$ cat src/hw/rtl/clt_pkg.sv
// ----------------------------------------------------------------------------
// clt_pkg
// Shared constants, result kinds and structs of the command line tokenizer.
// ----------------------------------------------------------------------------
package clt_pkg;

    // capacities of the limit registers
    localparam int LINE_CAP    = 128;
    localparam int ARG_LEN_CAP = 16;
    localparam int ARGS_CAP    = 8;

    // field widths
    localparam int CH_W      = 8;
    localparam int LINE_W    = 8;
    localparam int ARG_LEN_W = 5;
    localparam int ARGS_W    = 4;
    localparam int ASLOT_W   = 3;
    localparam int CSLOT_W   = 4;
    localparam int COUNT_W   = 4;
    localparam int KIND_W    = 3;
    localparam int CFG_IDX_W = 2;
    localparam int CFG_DATA_W = 8;
    localparam int M_DATA_W  = 24;

    // register reset values, clamped to the capacities
    localparam int MAX_LINE_LEN_RST = 128;
    localparam int MAX_ARG_LEN_RST  = 16;
    localparam int MAX_ARGS_RST     = 8;
    localparam logic [LINE_W-1:0] LINE_LIM_RST =
        LINE_W'((MAX_LINE_LEN_RST < LINE_CAP) ? MAX_LINE_LEN_RST : LINE_CAP);
    localparam logic [ARG_LEN_W-1:0] ARG_LEN_LIM_RST =
        ARG_LEN_W'((MAX_ARG_LEN_RST < ARG_LEN_CAP) ? MAX_ARG_LEN_RST : ARG_LEN_CAP);
    localparam logic [ARGS_W-1:0] ARGS_LIM_RST =
        ARGS_W'((MAX_ARGS_RST < ARGS_CAP) ? MAX_ARGS_RST : ARGS_CAP);

    // configuration register indexes
    localparam logic [CFG_IDX_W-1:0] CFG_MAX_LINE_LEN = 2'd0;
    localparam logic [CFG_IDX_W-1:0] CFG_MAX_ARG_LEN  = 2'd1;
    localparam logic [CFG_IDX_W-1:0] CFG_MAX_ARGS     = 2'd2;

    // special bytes
    localparam logic [CH_W-1:0] CH_NUL   = 8'h00;
    localparam logic [CH_W-1:0] CH_TAB   = 8'h09;
    localparam logic [CH_W-1:0] CH_LF    = 8'h0A;
    localparam logic [CH_W-1:0] CH_CR    = 8'h0D;
    localparam logic [CH_W-1:0] CH_SPACE = 8'h20;
    localparam logic [CH_W-1:0] CH_COMMA = 8'h2C;

    typedef enum logic [KIND_W-1:0] {
        KIND_STORED    = 3'd0,
        KIND_SEP       = 3'd1,
        KIND_DROPPED   = 3'd2,
        KIND_IGNORED   = 3'd3,
        KIND_LINE_END  = 3'd4,
        KIND_TRUNC_END = 3'd5
    } kind_t;

    typedef struct packed {
        logic [LINE_W-1:0]    line_lim;
        logic [ARG_LEN_W-1:0] arg_len_lim;
        logic [ARGS_W-1:0]    args_lim;
    } limits_t;

    typedef struct packed {
        kind_t                kind;
        logic [CH_W-1:0]      out_char;
        logic [ASLOT_W-1:0]   arg_slot;
        logic [CSLOT_W-1:0]   char_slot;
        logic                 line_done;
        logic [COUNT_W-1:0]   arg_count;
    } result_t;

endpackage

$ cat src/hw/rtl/clt_cfg_regs.sv
// ----------------------------------------------------------------------------
// clt_cfg_regs
// Limit registers; each write stores the low data bits clamped to capacity.
// ----------------------------------------------------------------------------
module clt_cfg_regs (
    input  logic                          aclk,
    input  logic                          aresetn,
    input  logic                          cfg_valid,
    input  logic [clt_pkg::CFG_IDX_W-1:0]  cfg_index,
    input  logic [clt_pkg::CFG_DATA_W-1:0] cfg_data,
    output clt_pkg::limits_t              limits
);
    import clt_pkg::*;

    logic [LINE_W-1:0]    line_lim_reg;
    logic [ARG_LEN_W-1:0] arg_len_lim_reg;
    logic [ARGS_W-1:0]    args_lim_reg;

    logic [LINE_W-1:0]    line_val;
    logic [ARG_LEN_W-1:0] arg_len_val;
    logic [ARGS_W-1:0]    args_val;

    always_comb begin
        line_val    = cfg_data[LINE_W-1:0];
        arg_len_val = cfg_data[ARG_LEN_W-1:0];
        args_val    = cfg_data[ARGS_W-1:0];
    end

    always_ff @(posedge aclk) begin
        if (!aresetn) begin
            line_lim_reg    <= LINE_LIM_RST;
            arg_len_lim_reg <= ARG_LEN_LIM_RST;
            args_lim_reg    <= ARGS_LIM_RST;
        end else if (cfg_valid) begin
            if (cfg_index == CFG_MAX_LINE_LEN) begin
                line_lim_reg <= (int'(line_val) < LINE_CAP) ? line_val : LINE_W'(LINE_CAP);
            end
            if (cfg_index == CFG_MAX_ARG_LEN) begin
                arg_len_lim_reg <= (int'(arg_len_val) < ARG_LEN_CAP) ?
                                   arg_len_val : ARG_LEN_W'(ARG_LEN_CAP);
            end
            if (cfg_index == CFG_MAX_ARGS) begin
                args_lim_reg <= (int'(args_val) < ARGS_CAP) ? args_val : ARGS_W'(ARGS_CAP);
            end
        end
    end

    assign limits.line_lim    = line_lim_reg;
    assign limits.arg_len_lim = arg_len_lim_reg;
    assign limits.args_lim    = args_lim_reg;

endmodule

$ cat src/hw/rtl/clt_parser.sv
// ----------------------------------------------------------------------------
// clt_parser
// Line state registers and the per-byte classification.
// ----------------------------------------------------------------------------
module clt_parser (
    input  logic                    aclk,
    input  logic                    aresetn,
    input  logic                    accept,
    input  logic [clt_pkg::CH_W-1:0] ch,
    input  clt_pkg::limits_t        limits,
    output clt_pkg::result_t        res
);
    import clt_pkg::*;

    logic [LINE_W-1:0]    line_length_reg, line_length_next;
    logic [ARGS_W-1:0]    arg_counter_reg, arg_counter_next;
    logic [ARG_LEN_W-1:0] char_counter_reg, char_counter_next;
    logic                 parse_stopped_reg, parse_stopped_next;

    logic [LINE_W:0] new_len;
    logic            at_limit;
    logic            is_eol;
    logic            is_sep;

    always_comb begin
        new_len  = {1'b0, line_length_reg} + (LINE_W+1)'(1);
        at_limit = new_len >= {1'b0, limits.line_lim};
        is_eol   = (ch == CH_LF) || (ch == CH_CR);
        is_sep   = (ch == CH_SPACE) || (ch == CH_TAB) || (ch == CH_COMMA);

        res = '0;
        line_length_next   = line_length_reg;
        arg_counter_next   = arg_counter_reg;
        char_counter_next  = char_counter_reg;
        parse_stopped_next = parse_stopped_reg;

        priority if (at_limit && ch != CH_LF) begin
            // limit byte is treated as nul: no argument added
            res.kind           = KIND_TRUNC_END;
            res.line_done      = 1'b1;
            res.arg_count      = arg_counter_reg;
            line_length_next   = '0;
            arg_counter_next   = '0;
            char_counter_next  = '0;
            parse_stopped_next = 1'b0;
        end else if (is_eol) begin
            res.kind           = KIND_LINE_END;
            res.line_done      = 1'b1;
            res.arg_count      = parse_stopped_reg ? arg_counter_reg
                                                   : arg_counter_reg + COUNT_W'(1);
            line_length_next   = '0;
            arg_counter_next   = '0;
            char_counter_next  = '0;
            parse_stopped_next = 1'b0;
        end else begin
            line_length_next = new_len[LINE_W-1:0];
            priority if (parse_stopped_reg) begin
                res.kind = KIND_IGNORED;
            end else if (ch == CH_NUL) begin
                res.kind           = KIND_IGNORED;
                parse_stopped_next = 1'b1;
            end else if (is_sep) begin
                res.kind          = KIND_SEP;
                arg_counter_next  = arg_counter_reg + ARGS_W'(1);
                char_counter_next = '0;
            end else if (char_counter_reg < limits.arg_len_lim) begin
                res.kind          = KIND_STORED;
                res.out_char      = ch;
                res.arg_slot      = arg_counter_reg[ASLOT_W-1:0];
                res.char_slot     = char_counter_reg[CSLOT_W-1:0];
                char_counter_next = char_counter_reg + ARG_LEN_W'(1);
            end else begin
                res.kind = KIND_DROPPED;
            end
            if (arg_counter_next >= limits.args_lim) begin
                parse_stopped_next = 1'b1;
            end
        end
    end

    always_ff @(posedge aclk) begin
        if (!aresetn) begin
            line_length_reg   <= '0;
            arg_counter_reg   <= '0;
            char_counter_reg  <= '0;
            parse_stopped_reg <= 1'b0;
        end else if (accept) begin
            line_length_reg   <= line_length_next;
            arg_counter_reg   <= arg_counter_next;
            char_counter_reg  <= char_counter_next;
            parse_stopped_reg <= parse_stopped_next;
        end
    end

    a_line_end_clears: assert property (@(posedge aclk) disable iff (!aresetn)
        accept && res.line_done |=> line_length_reg == '0 && arg_counter_reg == '0
                                    && char_counter_reg == '0 && !parse_stopped_reg)
        else $error("line state not cleared after line end");

    a_store_advances: assert property (@(posedge aclk) disable iff (!aresetn)
        accept && res.kind == KIND_STORED |=>
            char_counter_reg == $past(char_counter_reg) + ARG_LEN_W'(1))
        else $error("char position did not advance after stored byte");

    a_stop_holds: assert property (@(posedge aclk) disable iff (!aresetn)
        parse_stopped_reg && !accept |=> parse_stopped_reg)
        else $error("parse stop dropped without a byte");

    a_char_bound: assert property (@(posedge aclk) disable iff (!aresetn)
        int'(char_counter_reg) <= ARG_LEN_CAP)
        else $error("char counter beyond argument capacity");

endmodule

$ cat src/hw/rtl/clt_out_skid.sv
// ----------------------------------------------------------------------------
// clt_out_skid
// Result register, one skid entry; input stays open on stall until it fills.
// ----------------------------------------------------------------------------
module clt_out_skid (
    input  logic             aclk,
    input  logic             aresetn,
    input  logic             in_valid,
    output logic             in_ready,
    input  clt_pkg::result_t in_res,
    output logic             out_valid,
    input  logic             out_ready,
    output clt_pkg::result_t out_res
);
    import clt_pkg::*;

    logic    out_valid_reg;
    logic    skid_valid_reg;
    result_t out_res_reg;
    result_t skid_res_reg;
    logic    take;
    logic    drain;

    assign in_ready = !skid_valid_reg;
    assign take     = in_valid && in_ready;
    assign drain    = out_valid_reg && out_ready;

    always_ff @(posedge aclk) begin
        if (!aresetn) begin
            out_valid_reg  <= 1'b0;
            skid_valid_reg <= 1'b0;
        end else begin
            if (skid_valid_reg) begin
                if (drain) begin
                    skid_valid_reg <= 1'b0;
                end
            end else if (take) begin
                if (out_valid_reg && !out_ready) begin
                    skid_valid_reg <= 1'b1;
                end else begin
                    out_valid_reg <= 1'b1;
                end
            end else if (drain) begin
                out_valid_reg <= 1'b0;
            end
        end
    end

    always_ff @(posedge aclk) begin
        if (skid_valid_reg && drain) begin
            out_res_reg <= skid_res_reg;
        end else if (take && (!out_valid_reg || out_ready)) begin
            out_res_reg <= in_res;
        end
        if (take && out_valid_reg && !out_ready) begin
            skid_res_reg <= in_res;
        end
    end

    assign out_valid = out_valid_reg;
    assign out_res   = out_res_reg;

    a_skid_needs_out: assert property (@(posedge aclk) disable iff (!aresetn)
        skid_valid_reg |-> out_valid_reg)
        else $error("skid entry held with empty result register");

    a_skid_moves_up: assert property (@(posedge aclk) disable iff (!aresetn)
        skid_valid_reg && out_ready |=> out_valid_reg && !skid_valid_reg
                                        && out_res_reg == $past(skid_res_reg))
        else $error("skid entry not moved into result register");

    a_take_lands: assert property (@(posedge aclk) disable iff (!aresetn)
        take && !out_valid_reg |=> out_valid_reg && out_res_reg == $past(in_res))
        else $error("accepted result lost");

endmodule

$ cat src/hw/rtl/command_line_tokenizer_core.sv
// ----------------------------------------------------------------------------
// command_line_tokenizer_core
// Byte-wise command line tokenizer with limit registers and stream ports.
// ----------------------------------------------------------------------------
// usage:
//   s_* carries one received byte per transfer; m_* carries one result per
//   byte: its kind in m_tuser, line end in m_tlast, slot and count in m_tdata.
//   cfg_* writes the three limit registers (0 max line length, 1 max argument
//   length, 2 max argument count); cfg_ready is always high, writes to other
//   indexes are dropped. write the limits only while no byte is in flight.
// output: a result is registered at its byte transfer.
// throughput: one byte per cycle while s_tready is high; the line state
//   registers are the only loop through the classification logic.
// reset: aresetn low for one edge restores the limits (128, 16, 8), clears
//   the line state and empties the output stage.
// stall: when m_tready is low the result register holds and one more byte
//   is taken into a skid entry; s_tready drops only while that entry is full
//   and rises again the cycle after the held result is taken.
// ----------------------------------------------------------------------------
module command_line_tokenizer_core (
    input  logic                          aclk,
    input  logic                          aresetn,
    // input bytes
    input  logic                          s_tvalid,
    output logic                          s_tready,
    input  logic [clt_pkg::CH_W-1:0]      s_tdata,   // [7:0] ch
    // results
    output logic                          m_tvalid,
    input  logic                          m_tready,
    output logic [clt_pkg::M_DATA_W-1:0]  m_tdata,   // [7:0] out_char, [10:8] arg_slot,
                                                     // [14:11] char_slot, [18:15] arg_count
    output logic [clt_pkg::KIND_W-1:0]    m_tuser,   // [2:0] kind
    output logic                          m_tlast,   // line_done
    // limit register writes
    input  logic                          cfg_valid,
    output logic                          cfg_ready,
    input  logic [clt_pkg::CFG_IDX_W-1:0]  cfg_index,
    input  logic [clt_pkg::CFG_DATA_W-1:0] cfg_data
);
    import clt_pkg::*;

    limits_t limits;
    result_t parse_res;
    result_t out_res;
    logic    in_ready;
    logic    accept;

    // register writes never stall
    assign cfg_ready = 1'b1;

    // a byte transfer advances the line state and enters the output stage
    assign s_tready = in_ready;
    assign accept   = s_tvalid && in_ready;

    clt_cfg_regs u_cfg (
        .aclk      (aclk),
        .aresetn   (aresetn),
        .cfg_valid (cfg_valid),
        .cfg_index (cfg_index),
        .cfg_data  (cfg_data),
        .limits    (limits)
    );

    clt_parser u_parser (
        .aclk    (aclk),
        .aresetn (aresetn),
        .accept  (accept),
        .ch      (s_tdata),
        .limits  (limits),
        .res     (parse_res)
    );

    clt_out_skid u_out (
        .aclk      (aclk),
        .aresetn   (aresetn),
        .in_valid  (s_tvalid),
        .in_ready  (in_ready),
        .in_res    (parse_res),
        .out_valid (m_tvalid),
        .out_ready (m_tready),
        .out_res   (out_res)
    );

    // pack result fields, lowest field first, zero fill to whole bytes
    assign m_tdata = {5'b0, out_res.arg_count, out_res.char_slot,
                      out_res.arg_slot, out_res.out_char};
    assign m_tuser = out_res.kind;
    assign m_tlast = out_res.line_done;

    a_done_is_end: assert property (@(posedge aclk) disable iff (!aresetn)
        m_tvalid && m_tlast |-> m_tuser == KIND_LINE_END || m_tuser == KIND_TRUNC_END)
        else $error("line end flag on a non-ending result");

    a_stored_no_done: assert property (@(posedge aclk) disable iff (!aresetn)
        m_tvalid && m_tuser == KIND_STORED |-> !m_tlast && m_tdata[18:15] == '0)
        else $error("stored byte carries line end data");

    a_held_on_stall: assert property (@(posedge aclk) disable iff (!aresetn)
        m_tvalid && !m_tready |=> m_tvalid && $stable(m_tdata) && $stable(m_tuser))
        else $error("result changed while stalled");

endmodule

$ cat config.mk
export PLATFORM = sky130hd
export DESIGN_NAME = command_line_tokenizer_core
export DESIGN_NICKNAME = d
export VERILOG_FILES = /design/src/hw/rtl/clt_pkg.sv /design/src/hw/rtl/clt_cfg_regs.sv /design/src/hw/rtl/clt_parser.sv /design/src/hw/rtl/clt_out_skid.sv /design/src/hw/rtl/command_line_tokenizer_core.sv
export SDC_FILE = /design/constraint.sdc
export NUM_CORES = 1
export LEC_CHECK = 0
export ABC_AREA = 1
export BUFFER_PORTS_ARGS = -buffer_cell sky130_fd_sc_hd__buf_2
export CAP_MARGIN = 15
export CORE_ASPECT_RATIO = 0.8
export CORE_MARGIN = 2
export CORE_UTILIZATION = 50
export DETAILED_ROUTE_END_ITERATION = 10
export GPL_ROUTABILITY_DRIVEN = 0
export HOLD_SLACK_MARGIN = 0.15
export PLACE_DENSITY = 0.7
export SYNTH_ARGS = -nofsm -noshare
export SYNTH_HDL_FRONTEND = slang
export SYNTH_HIERARCHICAL = 1
export SYNTH_SLANG_ARGS = --single-unit
$ cat constraint.sdc
create_clock -name aclk -period 3.5 [get_ports aclk]
set_clock_uncertainty 0.1 [all_clocks]
set_input_delay 0.525 -clock aclk [delete_from_list [all_inputs] [get_ports aclk]]
set_output_delay 0.525 -clock aclk [all_outputs]
set_load 0.1 [all_outputs]
==> impl_metrics.py <==
metrics = {
    "logic_synthesis": {
        "avgSynthCellArea_um2": 8.324,
        "synth-simple-area-share_pct": 25.78,
        "synth-seq-cells": 83,
        "synthXorXnorAreaFrac_pct": 2.059,
        "synth_top_family_by_area": "simple AND/OR/NAND/NOR gates",
        "synth_ff_type": "edfxtp_1",
        "yosys-top-cells-count": "nand2_1, inv_1, nor2_1, edfxtp_1, dfxtp_1",
        "synth-compound-area-share_pct": 10.30,
        "async_flop_share_pct": 0,
        "yosysMostFrequentCell": "nand2_1",
        "synth_warnings": 6,
        "synth.distinct_cells": 40,
        "syn_inst": 562,
        "synth_area_um2": 4678,
        "synthAdderAreaFrac_pct": 5.082,
        "synth_top_cell_by_area": "edfxtp_1",
        "synth_edf_count": 46,
        "synth.top_cell.area_share_pct": 29.53,
        "yosys-top-cells-area": "edfxtp_1, dfxtp_1, nand2_1",
        "ys_seq_area_share_pct": 45.36,
        "synth_mux_area_share_pct": 0,
    },
    "power": {
        "pwr-share-comb_pct": 23.9,
        "intPower_uw": 2004,
        "power.switching_uw": 941.6,
        "p_leak_uw": 0.002446,
        "clkPwrFrac_pct": 36.9,
        "peakVddDrop_uv": 398.6,
        "switching_share_pct": 31.96,
        "seq_power_share_pct": 39.2,
        "p_per_area_nw_per_um2": 561.8,
    },
    "floorplan": {
        "fp.dieW_um": 112.1,
        "core_um2": 9076,
        "dieArea_um2": 10150,
        "initial_core_util_pct": 51.54,
        "io_pins": 54,
        "fp-row-count": 31,
        "die-height_um": 90.52,
    },
    "routing": {
        "ant_nets": 0,
        "dr.pass1.iters": 4,
        "finalWirelength_um": 9140,
        "drc": 0,
        "vias": 3617,
        "vias_per_cell": 5.024,
        "drt_iter0_drc": 258,
        "drt-wirelength-per-cell_um": 12.69,
    },
    "cells_and_area": {
        "drive_above_1_share_pct": 18.35,
        "register_area_um2": 2122,
        "diodes": 0,
        "fillers": 861,
        "num-nets-final": 642,
        "multi_input_area_um2": 2048,
        "final_core_util_pct": 57.78,
        "area_growth_pct": 12.09,
    },
    "clock_tree": {
        "cts_tree": "yes",
        "hold_buffers": 0,
        "cts_setup_buffers": 0,
        "clkLatencyLatePin_ns": 0.34,
        "cts.sinks": 83,
        "cts_buffer_depth": 2,
        "cts.repair.resized": 0,
        "cts_buffers": 9,
        "h-tree-depth": 3,
        "ctsRootBufferMaster": "clkbuf_16",
        "path_clk_slew_ns": 0.06,
    },
    "hold_path": {
        "hold_class": "in2reg",
    },
    "global_routing": {
        "grt_pass1_wl_um": 16240,
        "grt_pass1_vias": 3627,
        "grt_usage_pct": 19.46,
        "grt_max_degree": 47,
        "overflow": 0,
        "antenna_found_initial": 0,
    },
    "timing": {
        "min_period_ns": 3.125,
        "relSlewSlack_pct": 37.32,
        "period_share_pct": 89.30,
        "tns_ns": 0,
        "worst_slew_pin_slew_ns": 0.9392,
        "holdWs_ns": 0.3459,
        "fmax_ghz": 0.3200,
        "setup_viol": 0,
        "maxSlewViolCount": 0,
        "rsz0062_at_grt": "false",
        "hold_violations": 0,
    },
    "run": {
        "max-cap-violations": 0,
    },
    "setup_path": {
        "path_max_fanout": 23,
        "critPathRequiredTime_ns": 3.57,
        "critPathKind": "reg2reg",
        "worst_ep_arrival_time_ns": 3.20,
        "cp-start-kind": "flip-flop",
        "crit_path_end_kind": "flip-flop",
    },
    "run_status": {
        "status": "completed",
    },
    "place": {
        "port_buffers": 47,
        "hpwl_um": 6513,
    },
}
logic make-up (layout without fill, tap and decap cells):
kind of cell	Yosys count	count (layout)
buffers and inverters	116	155
AND/OR/NAND/NOR	260	260
flip-flops	83	83
other	2	6
XOR/XNOR	11	11
adder cells (fa/ha/maj)	19	19
AO/OA/AOI/OAI	71	71
path summary, 6_finish.rpt:
check                                                  from                        to  slack (ns)  cells past startpoint
worst max-delay path            u_parser/line_length_reg[0]         u_out/out_res[13]        0.37                     18
worst min-delay path                            cfg_data[4]  u_cfg/arg_len_lim_reg[4]        0.35                      3
worst max register to register  u_parser/line_length_reg[0]         u_out/out_res[13]        0.37                     18
worst min register to register        u_cfg/args_lim_reg[3]     u_cfg/args_lim_reg[3]        0.36                      2
cells in the final DEF, fill, tap and decap left out, drive strengths merged:
cell / synthesis / routed
xor2: 9 / 9
nand3: 27 / 27
a21o: 1 / 1
a21boi: 1 / 1
bufinv: 0 / 3
inv: 91 / 91
xnor2: 2 / 2
clkbuf: 3 / 12
dfxtp: 37 / 37
nor3b: 7 / 7
o2111ai: 1 / 1
clkinv: 0 / 1
ha: 19 / 19
conb: 2 / 6
o211ai: 1 / 1
o21ai: 35 / 35
and3: 1 / 1
o21bai: 1 / 1
a21oi: 30 / 30
buf: 22 / 48
nand4: 15 / 15
nor2: 61 / 61
edfxtp: 46 / 46
a31oi: 1 / 1
nor3: 11 / 11
nand2: 138 / 138
per-stage QoR:
stage / std cells / setup slack [ns] / cell area [um2] / power (uW)
global route: 720 / 0.05507 / 5244 / 3078
detailed placement: 704 / 0.3942 / 4898 / 1879
CTS: 720 / 0.3713 / 5244 / 2971
global placement: 704 / 0.5296 / 4898 / 1865
finish: 720 / 0.3746 / 5244 / 2946
floorplan: 566 / 0.5696 / 4693 / 1769
power groups by stage:
stage | Combinational (uW) | Sequential, uW | Clock (uW)
floorplan | 357 | 1410 | 0
global placement | 691 | 1170 | 0
detailed placement | 704 | 1170 | 0
CTS | 709 | 1150 | 1110
global route | 770 | 1160 | 1150
finish | 705 | 1150 | 1090
metal layers:
| layer | track usage [%] | share of wire [%] | wire (um) | vias to the layer above |
|---|---|---|---|---|
| met5 | 0 | 0 | 0 | - |
| met4 | 4.675 | 1.0 | 91 | 0 |
| met3 | 5.705 | 4.1 | 374 | 8 |
| met2 | 32.83 | 48 | 4415 | 74 |
| met1 | 24.69 | 47 | 4259 | 1670 |
| li1 | - | - | - | 1865 |
critical path, cell delays in order (launching register included):
cell and delay (ns):
dfxtp_1 0.38, ha_1 0.21, nand2_2 0.09, nor2_1 0.12
xor2_1 0.21, ha_1 0.28, nand2_1 0.09, inv_1 0.04
nand2_1 0.05, nand3_1 0.07, nand2_1 0.07, nand2_1 0.05
nand2_1 0.13, nand2_2 0.08, nand2_4 0.22, nand2_2 0.26
nor3b_1 0.33, nand2_1 0.10, o21ai_2 0.08
cell type report:
cell class                 count  share of cell area, %
timing repair buffer          48                  4.629
multi-input combinational    367                  39.06
clock buffer                  12                  4.701
clock inverter                 4                  1.885
sequential                    83                  40.47
tap                          115                  2.744
inverter                      91                  6.514
Power figures use the tool's default switching activity.
